$ cat src/hdl/pbw_pkg.sv
`default_nettype none
package pbw_pkg;

  localparam int NUM_AXES = 3;
  localparam int BOX_BITS = 31;
  localparam int MASK_BITS = 3;
  localparam int CFG_INDEX_BITS = 2;

  localparam int DEF_COORD_WIDTH = 32;
  localparam int DEF_FRAC_BITS = 16;

  // register indexes on the configuration channel
  localparam logic [CFG_INDEX_BITS-1:0] CFG_PERIODIC_MASK = 2'd0;
  localparam logic [CFG_INDEX_BITS-1:0] CFG_BOX_SIZE_X    = 2'd1;
  localparam logic [CFG_INDEX_BITS-1:0] CFG_BOX_SIZE_Y    = 2'd2;
  localparam logic [CFG_INDEX_BITS-1:0] CFG_BOX_SIZE_Z    = 2'd3;

  // command codes
  localparam logic CMD_WRAP      = 1'b0;
  localparam logic CMD_MIN_IMAGE = 1'b1;

  // sequencer controls for the remainder unit
  typedef struct packed {
    logic load;
    logic step;
  } pbw_div_ctl_t;

endpackage
`default_nettype wire

$ cat src/hdl/pbw_div_unit.sv
`default_nettype none
module pbw_div_unit #(
  parameter int COORD_WIDTH = pbw_pkg::DEF_COORD_WIDTH
) (
  input  wire logic                       clk,
  input  wire pbw_pkg::pbw_div_ctl_t      ctl,
  input  wire logic [COORD_WIDTH-1:0]     dvd_in [pbw_pkg::NUM_AXES],
  input  wire logic [pbw_pkg::BOX_BITS-1:0] len   [pbw_pkg::NUM_AXES],
  output logic      [pbw_pkg::BOX_BITS-1:0] rem   [pbw_pkg::NUM_AXES]
);
  import pbw_pkg::*;

  logic [COORD_WIDTH-1:0] dvd_r   [NUM_AXES];
  logic [COORD_WIDTH-1:0] dvd_nxt [NUM_AXES];
  logic [BOX_BITS-1:0]    rem_r   [NUM_AXES];
  logic [BOX_BITS-1:0]    rem_nxt [NUM_AXES];
  logic [BOX_BITS:0]      trial   [NUM_AXES];

  // one restoring remainder step per lane: shift in a bit, subtract if it fits
  always_comb begin
    for (int i = 0; i < NUM_AXES; i++) begin
      trial[i]   = {rem_r[i], dvd_r[i][COORD_WIDTH-1]};
      dvd_nxt[i] = {dvd_r[i][COORD_WIDTH-2:0], 1'b0};
      if (trial[i] >= {1'b0, len[i]}) begin
        rem_nxt[i] = BOX_BITS'(trial[i] - {1'b0, len[i]});
      end else begin
        rem_nxt[i] = trial[i][BOX_BITS-1:0];
      end
    end
  end

  always_ff @(posedge clk) begin
    for (int i = 0; i < NUM_AXES; i++) begin
      if (ctl.load) begin
        dvd_r[i] <= dvd_in[i];
        rem_r[i] <= '0;
      end else if (ctl.step) begin
        dvd_r[i] <= dvd_nxt[i];
        rem_r[i] <= rem_nxt[i];
      end
    end
  end

  assign rem = rem_r;

endmodule
`default_nettype wire

$ cat src/hdl/periodic_boundary_wrap_unit.sv
`default_nettype none
// periodic boundary wrap / minimum image for a three-axis fixed-point vector
// a request passes ST_DIV, ST_FOLD and ST_PICK before the out_valid strobe
// a new request is taken only in ST_IDLE, once the last result is strobed; the work
//   is done by the bit-serial remainder unit, one quotient bit per cycle on all axes
// reset (synchronous, rst_n low): sequencer idle, mask 7, box lengths 1.0
// results are shown for one cycle only; the receiver cannot stall
module periodic_boundary_wrap_unit #(
  parameter int COORD_WIDTH = pbw_pkg::DEF_COORD_WIDTH,
  parameter int FRAC_BITS   = pbw_pkg::DEF_FRAC_BITS
) (
  input  wire logic                                clk,
  input  wire logic                                rst_n,
  // request channel
  input  wire logic                                start,
  output logic                                     busy,
  input  wire logic                                in_command,
  input  wire logic signed [COORD_WIDTH-1:0]       in_coord_x,
  input  wire logic signed [COORD_WIDTH-1:0]       in_coord_y,
  input  wire logic signed [COORD_WIDTH-1:0]       in_coord_z,
  // result channel
  output logic                                     out_valid,
  output logic signed [COORD_WIDTH-1:0]            out_wrapped_x,
  output logic signed [COORD_WIDTH-1:0]            out_wrapped_y,
  output logic signed [COORD_WIDTH-1:0]            out_wrapped_z,
  // configuration write channel
  input  wire logic                                cfg_valid,
  output logic                                     cfg_ready,
  input  wire logic [pbw_pkg::CFG_INDEX_BITS-1:0]  cfg_index,
  input  wire logic [pbw_pkg::BOX_BITS-1:0]        cfg_data
);
  import pbw_pkg::*;

  // extended width for the exact 2*d against L compares
  localparam int EW = ((COORD_WIDTH > BOX_BITS) ? COORD_WIDTH : BOX_BITS) + 2;
  localparam int CW = $clog2(COORD_WIDTH);
  localparam logic [BOX_BITS-1:0] BOX_RESET = BOX_BITS'(64'd1 << FRAC_BITS);

  typedef enum logic [1:0] {
    ST_IDLE,
    ST_DIV,
    ST_FOLD,
    ST_PICK
  } state_t;

  state_t                  state_r;
  logic [CW-1:0]           cnt_r;
  logic                    cmd_r;
  logic [COORD_WIDTH-1:0]  coord_r    [NUM_AXES];
  logic [BOX_BITS-1:0]     fold_r     [NUM_AXES];
  logic [COORD_WIDTH-1:0]  out_r      [NUM_AXES];
  logic                    out_valid_r;

  logic [MASK_BITS-1:0]    mask_r;
  logic [BOX_BITS-1:0]     box_r      [NUM_AXES];

  logic [COORD_WIDTH-1:0]  in_coord   [NUM_AXES];
  logic [COORD_WIDTH-1:0]  mag        [NUM_AXES];
  logic [BOX_BITS-1:0]     rem        [NUM_AXES];
  logic [BOX_BITS-1:0]     fold_nxt   [NUM_AXES];
  logic [COORD_WIDTH-1:0]  out_nxt    [NUM_AXES];
  pbw_div_ctl_t            div_ctl;
  logic                    accept;

  assign in_coord[0] = in_coord_x;
  assign in_coord[1] = in_coord_y;
  assign in_coord[2] = in_coord_z;

  assign busy      = (state_r != ST_IDLE);
  assign accept    = start && !busy;
  assign cfg_ready = !busy;

  // the remainder unit works on magnitudes; the sign is folded in afterwards
  always_comb begin
    for (int i = 0; i < NUM_AXES; i++) begin
      mag[i] = in_coord[i][COORD_WIDTH-1] ? COORD_WIDTH'(-in_coord[i]) : in_coord[i];
    end
  end

  assign div_ctl.load = accept;
  assign div_ctl.step = (state_r == ST_DIV);

  pbw_div_unit #(
    .COORD_WIDTH (COORD_WIDTH)
  ) u_div (
    .clk    (clk),
    .ctl    (div_ctl),
    .dvd_in (mag),
    .len    (box_r),
    .rem    (rem)
  );

  // floored modulo: a negative value with a nonzero remainder maps to L - rem
  always_comb begin
    for (int i = 0; i < NUM_AXES; i++) begin
      if (coord_r[i][COORD_WIDTH-1] && (rem[i] != '0)) begin
        fold_nxt[i] = box_r[i] - rem[i];
      end else begin
        fold_nxt[i] = rem[i];
      end
    end
  end

  // pick the result per axis from the folded remainder
  logic signed [EW-1:0] vx     [NUM_AXES];
  logic signed [EW-1:0] rx     [NUM_AXES];
  logic signed [EW-1:0] lx     [NUM_AXES];
  logic signed [EW-1:0] res    [NUM_AXES];
  logic                 big_pos[NUM_AXES];
  logic                 big_neg[NUM_AXES];
  logic                 enable [NUM_AXES];

  always_comb begin
    for (int i = 0; i < NUM_AXES; i++) begin
      vx[i] = EW'($signed(coord_r[i]));
      rx[i] = $signed({{(EW-BOX_BITS){1'b0}}, fold_r[i]});
      lx[i] = $signed({{(EW-BOX_BITS){1'b0}}, box_r[i]});
      big_pos[i] = (vx[i] > 0) && ((vx[i] <<< 1) > lx[i]);
      big_neg[i] = (vx[i] < 0) && (((-vx[i]) <<< 1) > lx[i]);
      enable[i]  = mask_r[i] && (box_r[i] != '0);
      if (!enable[i]) begin
        res[i] = vx[i];
      end else if (cmd_r == CMD_WRAP) begin
        res[i] = rx[i];
      end else if (big_pos[i]) begin
        // into (-L/2, L/2]
        res[i] = ((rx[i] <<< 1) > lx[i]) ? (rx[i] - lx[i]) : rx[i];
      end else if (big_neg[i]) begin
        // into [-L/2, L/2)
        res[i] = ((rx[i] <<< 1) >= lx[i]) ? (rx[i] - lx[i]) : rx[i];
      end else begin
        // already within half a box
        res[i] = vx[i];
      end
      out_nxt[i] = res[i][COORD_WIDTH-1:0];
    end
  end

  // sequencer: load, COORD_WIDTH remainder steps, fold, pick and strobe
  always_ff @(posedge clk) begin
    if (!rst_n) begin
      state_r     <= ST_IDLE;
      cnt_r       <= '0;
      out_valid_r <= 1'b0;
    end else begin
      out_valid_r <= 1'b0;
      case (state_r)
        ST_IDLE: begin
          if (accept) begin
            cmd_r   <= in_command;
            coord_r <= in_coord;
            cnt_r   <= CW'(COORD_WIDTH - 1);
            state_r <= ST_DIV;
          end
        end
        ST_DIV: begin
          cnt_r <= cnt_r - 1'b1;
          if (cnt_r == '0) begin
            state_r <= ST_FOLD;
          end
        end
        ST_FOLD: begin
          fold_r  <= fold_nxt;
          state_r <= ST_PICK;
        end
        ST_PICK: begin
          out_r       <= out_nxt;
          out_valid_r <= 1'b1;
          state_r     <= ST_IDLE;
        end
        default: begin
          state_r <= ST_IDLE;
        end
      endcase
    end
  end

  // configuration registers, written only while idle
  always_ff @(posedge clk) begin
    if (!rst_n) begin
      mask_r <= '1;
      for (int i = 0; i < NUM_AXES; i++) begin
        box_r[i] <= BOX_RESET;
      end
    end else if (cfg_valid && cfg_ready) begin
      case (cfg_index)
        CFG_PERIODIC_MASK: mask_r   <= cfg_data[MASK_BITS-1:0];
        CFG_BOX_SIZE_X:    box_r[0] <= cfg_data;
        CFG_BOX_SIZE_Y:    box_r[1] <= cfg_data;
        CFG_BOX_SIZE_Z:    box_r[2] <= cfg_data;
        default: begin
        end
      endcase
    end
  end

  assign out_valid     = out_valid_r;
  assign out_wrapped_x = out_r[0];
  assign out_wrapped_y = out_r[1];
  assign out_wrapped_z = out_r[2];

endmodule
`default_nettype wire
$ cat config.mk
export PLATFORM = sky130hd
export DESIGN_NAME = periodic_boundary_wrap_unit
export DESIGN_NICKNAME = d
export VERILOG_FILES = /design/src/hdl/pbw_pkg.sv /design/src/hdl/pbw_div_unit.sv /design/src/hdl/periodic_boundary_wrap_unit.sv
export SDC_FILE = /design/constraint.sdc
export NUM_CORES = 2
export LEC_CHECK = 0
export BUFFER_PORTS_ARGS = -buffer_cell sky130_fd_sc_hd__buf_2
export CORE_MARGIN = 10
export CORE_UTILIZATION = 50
export CTS_BUF_LIST = sky130_fd_sc_hd__clkbuf_8
export DETAILED_ROUTE_END_ITERATION = 12
export PLACE_DENSITY = 0.67
export SLEW_MARGIN = 20
export SYNTH_ARGS = -nofsm -noshare
export SYNTH_HDL_FRONTEND = slang
export SYNTH_SLANG_ARGS = --single-unit
$ cat constraint.sdc
create_clock -name clk -period 7 [get_ports clk]
set_input_delay 0.7 -clock clk [delete_from_list [all_inputs] [get_ports clk]]
set_output_delay 0.7 -clock clk [all_outputs]
set_load 0.01 [all_outputs]
[Word level (Yosys, flattened, before mapping)]
Memories as Yosys holds them, arrays and structs flattened.
Cells that the tools add are included.
Storage, ports and cells
  flip-flop bits (word level): 483
  RAM bits: 96
  logic and storage cells: 145
  memories kept: 1
  bits of input ports: 134
  output and inout port bits: 99
Memory list
  u_div.dvd_r: words 3, bits a word 32, read ports 3, clocked after memory_dff 0, wr ports 3, RTL line pbw_div_unit.sv:13  | logic [COORD_WIDTH-1:0] dvd_r [NUM_AXES];
Cells by class
  $lt $le $gt $ge: 21
  multiplexer cells: 41
  $add $sub $neg: 16
  bitwise logic cells: 3
  equality and inequality tests: 8
  reductions and logical operators: 35
Operators with widths (count)
  two-way mux 32 bit: 24
  greater-or-equal comparator 32 x 31 -> 1 bit: 6
  two-way mux 31 bit: 6
  nonzero test 31 bit: 6
  subtractor 31 bit: 6
  > comparator 34 x 32 -> 1 bit: 3
  > comparator 33 x 32 -> 1 bit: 3
  negator 32 -> 33 bit: 3
  > comparator 32 x 1 -> 1 bit (second input constant): 3
  > comparator 32 x 31 -> 1 bit: 3
  < comparator 32 x 1 -> 1 bit (second input constant): 3
  negator 32 bit: 3
  subtractor 31 x 31 -> 32 bit: 3
  AND reduction 2 bit: 8
  logical AND 1 bit: 14
  one-hot mux 5 bit (2 select lines): 1
  equality test 2 bit (second input constant): 4
  one-hot mux 2 bit (4 select lines): 1
  two-way mux 1 bit: 6
  zero test 5 bit: 1
  two-way mux 5 bit: 1
  subtractor 5 x 1 -> 5 bit (second input constant): 1
  equality test 2 x 1 -> 1 bit (second input constant): 2
  zero test 2 bit: 2
  7 further kinds: 11

[Depth between registers and ports, before layout]
  depth after elaboration: 7
  mapped depth: 20
  gate-level depth less buffers: 18

[By module]
From an unflattened synthesis, not the netlist that was laid out.
Unflattened totals
  cells, all modules: 5888
  area total of the unflattened synthesis: 49875.3 um2
By module, submodules not included
  periodic_boundary_wrap_unit: cells an instance 4271, area an instance 36553.8 um2, times used 1, sequential area each 10670.2 um2
  pbw_div_unit: cells an instance 1617, area an instance 13321.5 um2, times used 1, sequential area each 4734.5 um2

[Least setup slack after synthesis]
Ideal clock, no wire load.
  path type: reg-to-reg
  from: reg state_r[0]
  to: reg u_div.rem_r (netlist bit u_div.rem[11])
  path slack: 2376 ps
  path buffers: 2
  data required time: 6704 ps
  setup time: 296 ps
  clock period less this slack: 4624 ps
  stages on the path, launching flop included: 8
  arrival time: 4328 ps
  path through: dfxtp_1 > inv_1 > ha_1 > clkbuf_1 > a21oi_1 > clkinv_1 > clkbuf_1 > o32ai_1
On the way
  cells in the longest elaborated chain, start to end: 3
  elaborated cells between the ends (all ways): 4
  classes of those cells: 1 x eq/ne; 3 x reduce/logical
Ends and longest elaborated chain
  start: declaration: RTL line periodic_boundary_wrap_unit.sv:46  | state_t state_r;
  start signal: assignment: RTL line periodic_boundary_wrap_unit.sv:142  | state_r <= ST_IDLE;
  start signal: assignment: RTL line periodic_boundary_wrap_unit.sv:153  | state_r <= ST_DIV;
  start signal: assignment: RTL line periodic_boundary_wrap_unit.sv:159  | state_r <= ST_FOLD;
  nonzero test 2 bit: RTL line periodic_boundary_wrap_unit.sv:69  | assign busy = (state_r != ST_IDLE);
  zero test 1 bit
  net cfg_ready: RTL line periodic_boundary_wrap_unit.sv:28  | output logic cfg_ready,
  logical AND 1 bit: RTL line periodic_boundary_wrap_unit.sv:70  | assign accept = start && !busy;
  end signal: indexed assignment: RTL line pbw_div_unit.sv:39  | rem_r[i] <= rem_nxt[i];
  end: declaration: RTL line pbw_div_unit.sv:15  | logic [BOX_BITS-1:0] rem_r [NUM_AXES];
The timed path passes the listed nets, and every way through them passes these cells.
A chain may end at the register's enable or synchronous reset.

==> impl_metrics.yaml <==
clocking:
  htreeDepth: 3
  ctsResizeCount: 0
  cts_setup_buffers: 0
  numCtsBuffers: 112
  clock_sinks: 579
  root_buffer: "clkbuf_8"
  cts_tree: "yes"
  cts_buffer_depth: 3
  clkTransAtPathRegs_ns: 0.06
  cts_hold_buf: 0
  insertion_delay_ns: 0.81
layout:
  multi_input_area_mm2: 0.0321
  final_cells: 7284
  drive_above_1_share_pct: 9.45
  fin_nets: 6589
  fin_util_pct: 55.3
  fin_area_mm2: 0.0543
  area_growth_pct: 10.1
  ff_latch_area_mm2: 0.0154
  fillCellCount: 9059
detailed_routing:
  ant_nets: 0
  wirelength_um: 175000
  vias: 46200
  wire_per_inst_um: 24.1
  drtIter0Drc: 5103
  viasPerCell: 6.35
  drcViolationCount: 0
  drt_first_pass_iters: 6
yosys:
  synth_area_leaders: "edfxtp_1 23%, ha_1 14%, dfxtp_1 8.0%, nand2_1 5.3%, o21ai_0 4.6%"
  synth-seq-area-share_pct: 31.2
  yosysTopAreaCellShare_pct: 23.2
  netlist_instances: 5694
  yosysUniqueCellTypes: 95
  synth_fp_nets: 6395
  synth-async-reset-ratio_pct: 0
  yosysMostFrequentCell: "nand2_1"
  syn_area_mm2: 0.0493
  ys_top_cells_by_count: "697 x nand2_1, 558 x ha_1, 455 x o21ai_0"
  synth_warnings: 0
  synth_top_area_cell: "edfxtp_1"
  yosys_most_used_dff: "edfxtp_1"
  syn_avg_cell_area_um2: 8.66
  synth_edf_count: 381
  ys_ff_latch: 579
min_path:
  min_path_type: "in -> reg"
  min_path_cells: 1
  min_to: "cmd_r"
  worstHoldStart: "in_command"
critical_path:
  worstRegToRegCells: 15
  worst_r2r_endpoint: "out_wrapped_z[4]"
  end_kind: "flip-flop"
  critPathBufInv: 0
  max_stage_delay_ns: 0.86
  regToRegSetupSlack_ns: 1.26
  critPathMaxFanout: 12
  crit_chain: "nor4_1 > nand4_1 > or4_1 > nor2_1 > xnor2_1 > ha_1 > and2_1 > a221o_1 > a221oi_1 > o211ai_1 > o21ai_0 > a211oi_4 > o21ai_1 > a22oi_1 > o31ai_1"
  cp_top_family: "compound AO/OA/AOI/OAI gates"
  critPathKind: "reg -> reg"
  rr_startpoint: "coord_r[6]"
  start_kind: "flip-flop"
  arrival_ns: 6.34
  cp_data_required_time_ns: 7.61
  slowest_stage: "o21ai_1"
global_route:
  grt_pass1_vias: 43500
  grt_max_degree: 101
  antenna_found_initial: 34
  grt_pass1_wl_um: 264000
  grt-ovfl-total: 0
  grt_use_total_pct: 30.2
floorplanning:
  die_width_um: 334
  fp.coreArea_mm2: 0.0981
  die_area_mm2: 0.112
  start_util_pct: 50.3
  num_io_pins: 233
  die_y_um: 334
  rows: 115
sta:
  drv_slew: 0
  worst_slew_pin_slew_ns: 1.13
  setup_viol: 0
  hold_violations: 0
  slew_headroom_pct: 24.4
  skew_ns: 0.0517
  tns_ns: 0
  clock.fmax_mhz: 174
  fin_crit_sh_pct: 82.0
  rsz0062_at_grt: "no"
  finalCriticalPeriod_ns: 5.74
power:
  peakVddDrop_v: 0.000470
  p_clk_share_pct: 14.9
  p_int_mw: 13.2
  pwr-share-seq_pct: 23.1
  power_density_mw_per_mm2: 462
  p_leak_nw: 21.2
  switchingPower_mw: 11.9
  combPwrFrac_pct: 62.0
  switching_share_pct: 47.5
place:
  place_congestion: 1.04
  place_hpwl_um: 137000
  io_buffers: 232
  placed_cell_area_mm2: 0.0518
  dp_cells: 7061
job:
  max_cap_violations: 0
outcome:
  status: "completed"
## routing by layer
| layer | GRT usage (%) | vias up | share of wire [%] |
|---|---|---|---|
| li1 | - | 21800 | - |
| met3 | 6.15 | 392 | 9.4 |
| met1 | 40.5 | 21900 | 42 |
| met2 | 46.4 | 2107 | 43 |
| met4 | 13.7 | 20 | 4.9 |
| met5 | 0 | - | 0.078 |
## state kept, by name, summed over array words and instances (netlist names)
signal and cells:
cmd_r 1, u_div.dvd_r 96, out_wrapped_x 32, out_valid 1
out_wrapped_z 32, coord_r 96, state_r 2, mask_r 3
box_r 93, out_wrapped_y 32, u_div.rem 93, fold_r 93
cnt_r 5
## logic make-up after synthesis
kind of cell | share of synthesized area [%]
simple gates | 17.2
compound gates | 23.8
mux | 2.55
xor+xnor | 6.64
flops | 31.2
fa+ha+maj | 14.5
buf+inv | 4.05
## layout by cell type (no fill, tap or decap), drive strengths merged, types with 57 or more instances in the layout
| master | Yosys | routed |
|---|---|---|
| a21boi | 107 | 107 |
| nor4 | 92 | 92 |
| inv | 305 | 331 |
| nor2 | 275 | 275 |
| o21a | 76 | 76 |
| buf | 30 | 287 |
| or3 | 68 | 68 |
| dfxtp | 198 | 198 |
| nand2b | 57 | 57 |
| nor3 | 141 | 141 |
| mux2i | 102 | 102 |
| edfxtp | 381 | 381 |
| nor2b | 61 | 61 |
| ha | 558 | 558 |
| o211ai | 64 | 64 |
| clkbuf | 177 | 116 |
| xor2 | 178 | 178 |
| a31oi | 59 | 59 |
| nand2 | 697 | 697 |
| o31ai | 64 | 64 |
| xnor2 | 196 | 196 |
| nand4 | 83 | 83 |
| o21ai | 476 | 476 |
| nand3 | 100 | 100 |
| a21oi | 306 | 306 |
| a21o | 186 | 186 |
## area by class of cell
class                   instances  share of cell area, %
inverters                     306                   2.13
multi-input cells            4602                   59.1
diodes                         18                 0.0830
well taps                    1287                   2.97
clock inverters                89                   1.47
clock buffers                 116                   2.94
flip-flops and latches        579                   28.4
repair buffers                287                   2.92
## how the worst max path moves through the flow
stage / start / depth (start not counted) / slack, ns / endpoint
after global placement: coord_r[6] / 15 / 1.40 / out_wrapped_z[7]
after detailed placement: coord_r[6] / 15 / 1.29 / out_wrapped_z[4]
after CTS: coord_r[6] / 15 / 1.27 / out_wrapped_z[4]
after global routing: coord_r[6] / 15 / 0.86 / out_wrapped_z[9]
final: coord_r[6] / 15 / 1.26 / out_wrapped_z[4]
after floorplan: state_r[0] / 7 / 2.38 / u_div.rem[11]
## power groups by stage
stage | Sequential (mW) | Combinational (mW) | Clock [mW]
floorplan | 5.53 | 11.4 | 0
global placement | 5.81 | 15.0 | 0
detailed placement | 5.82 | 15.1 | 0
CTS | 5.76 | 15.2 | 3.79
global route | 5.88 | 17.0 | 3.94
finish | 5.80 | 15.5 | 3.75
## metrics by stage
| stage | setup WS [ns] | hold WS, ns | total power, mW |
|---|---|---|---|
| 4_1_cts | 1.27 | 0.0709 | 24.8 |
| 3_5_place_dp | 1.29 | 0.452 | 21.0 |
| 6_report | 1.26 | 0.138 | 25.1 |
| 2_1_floorplan | 2.38 | 0.425 | 16.9 |
| 3_3_place_gp | 1.40 | 0.443 | 20.8 |
| 5_1_grt | 0.863 | 0.0757 | 26.8 |
Note: power is estimated with default switching activity, not from simulation.
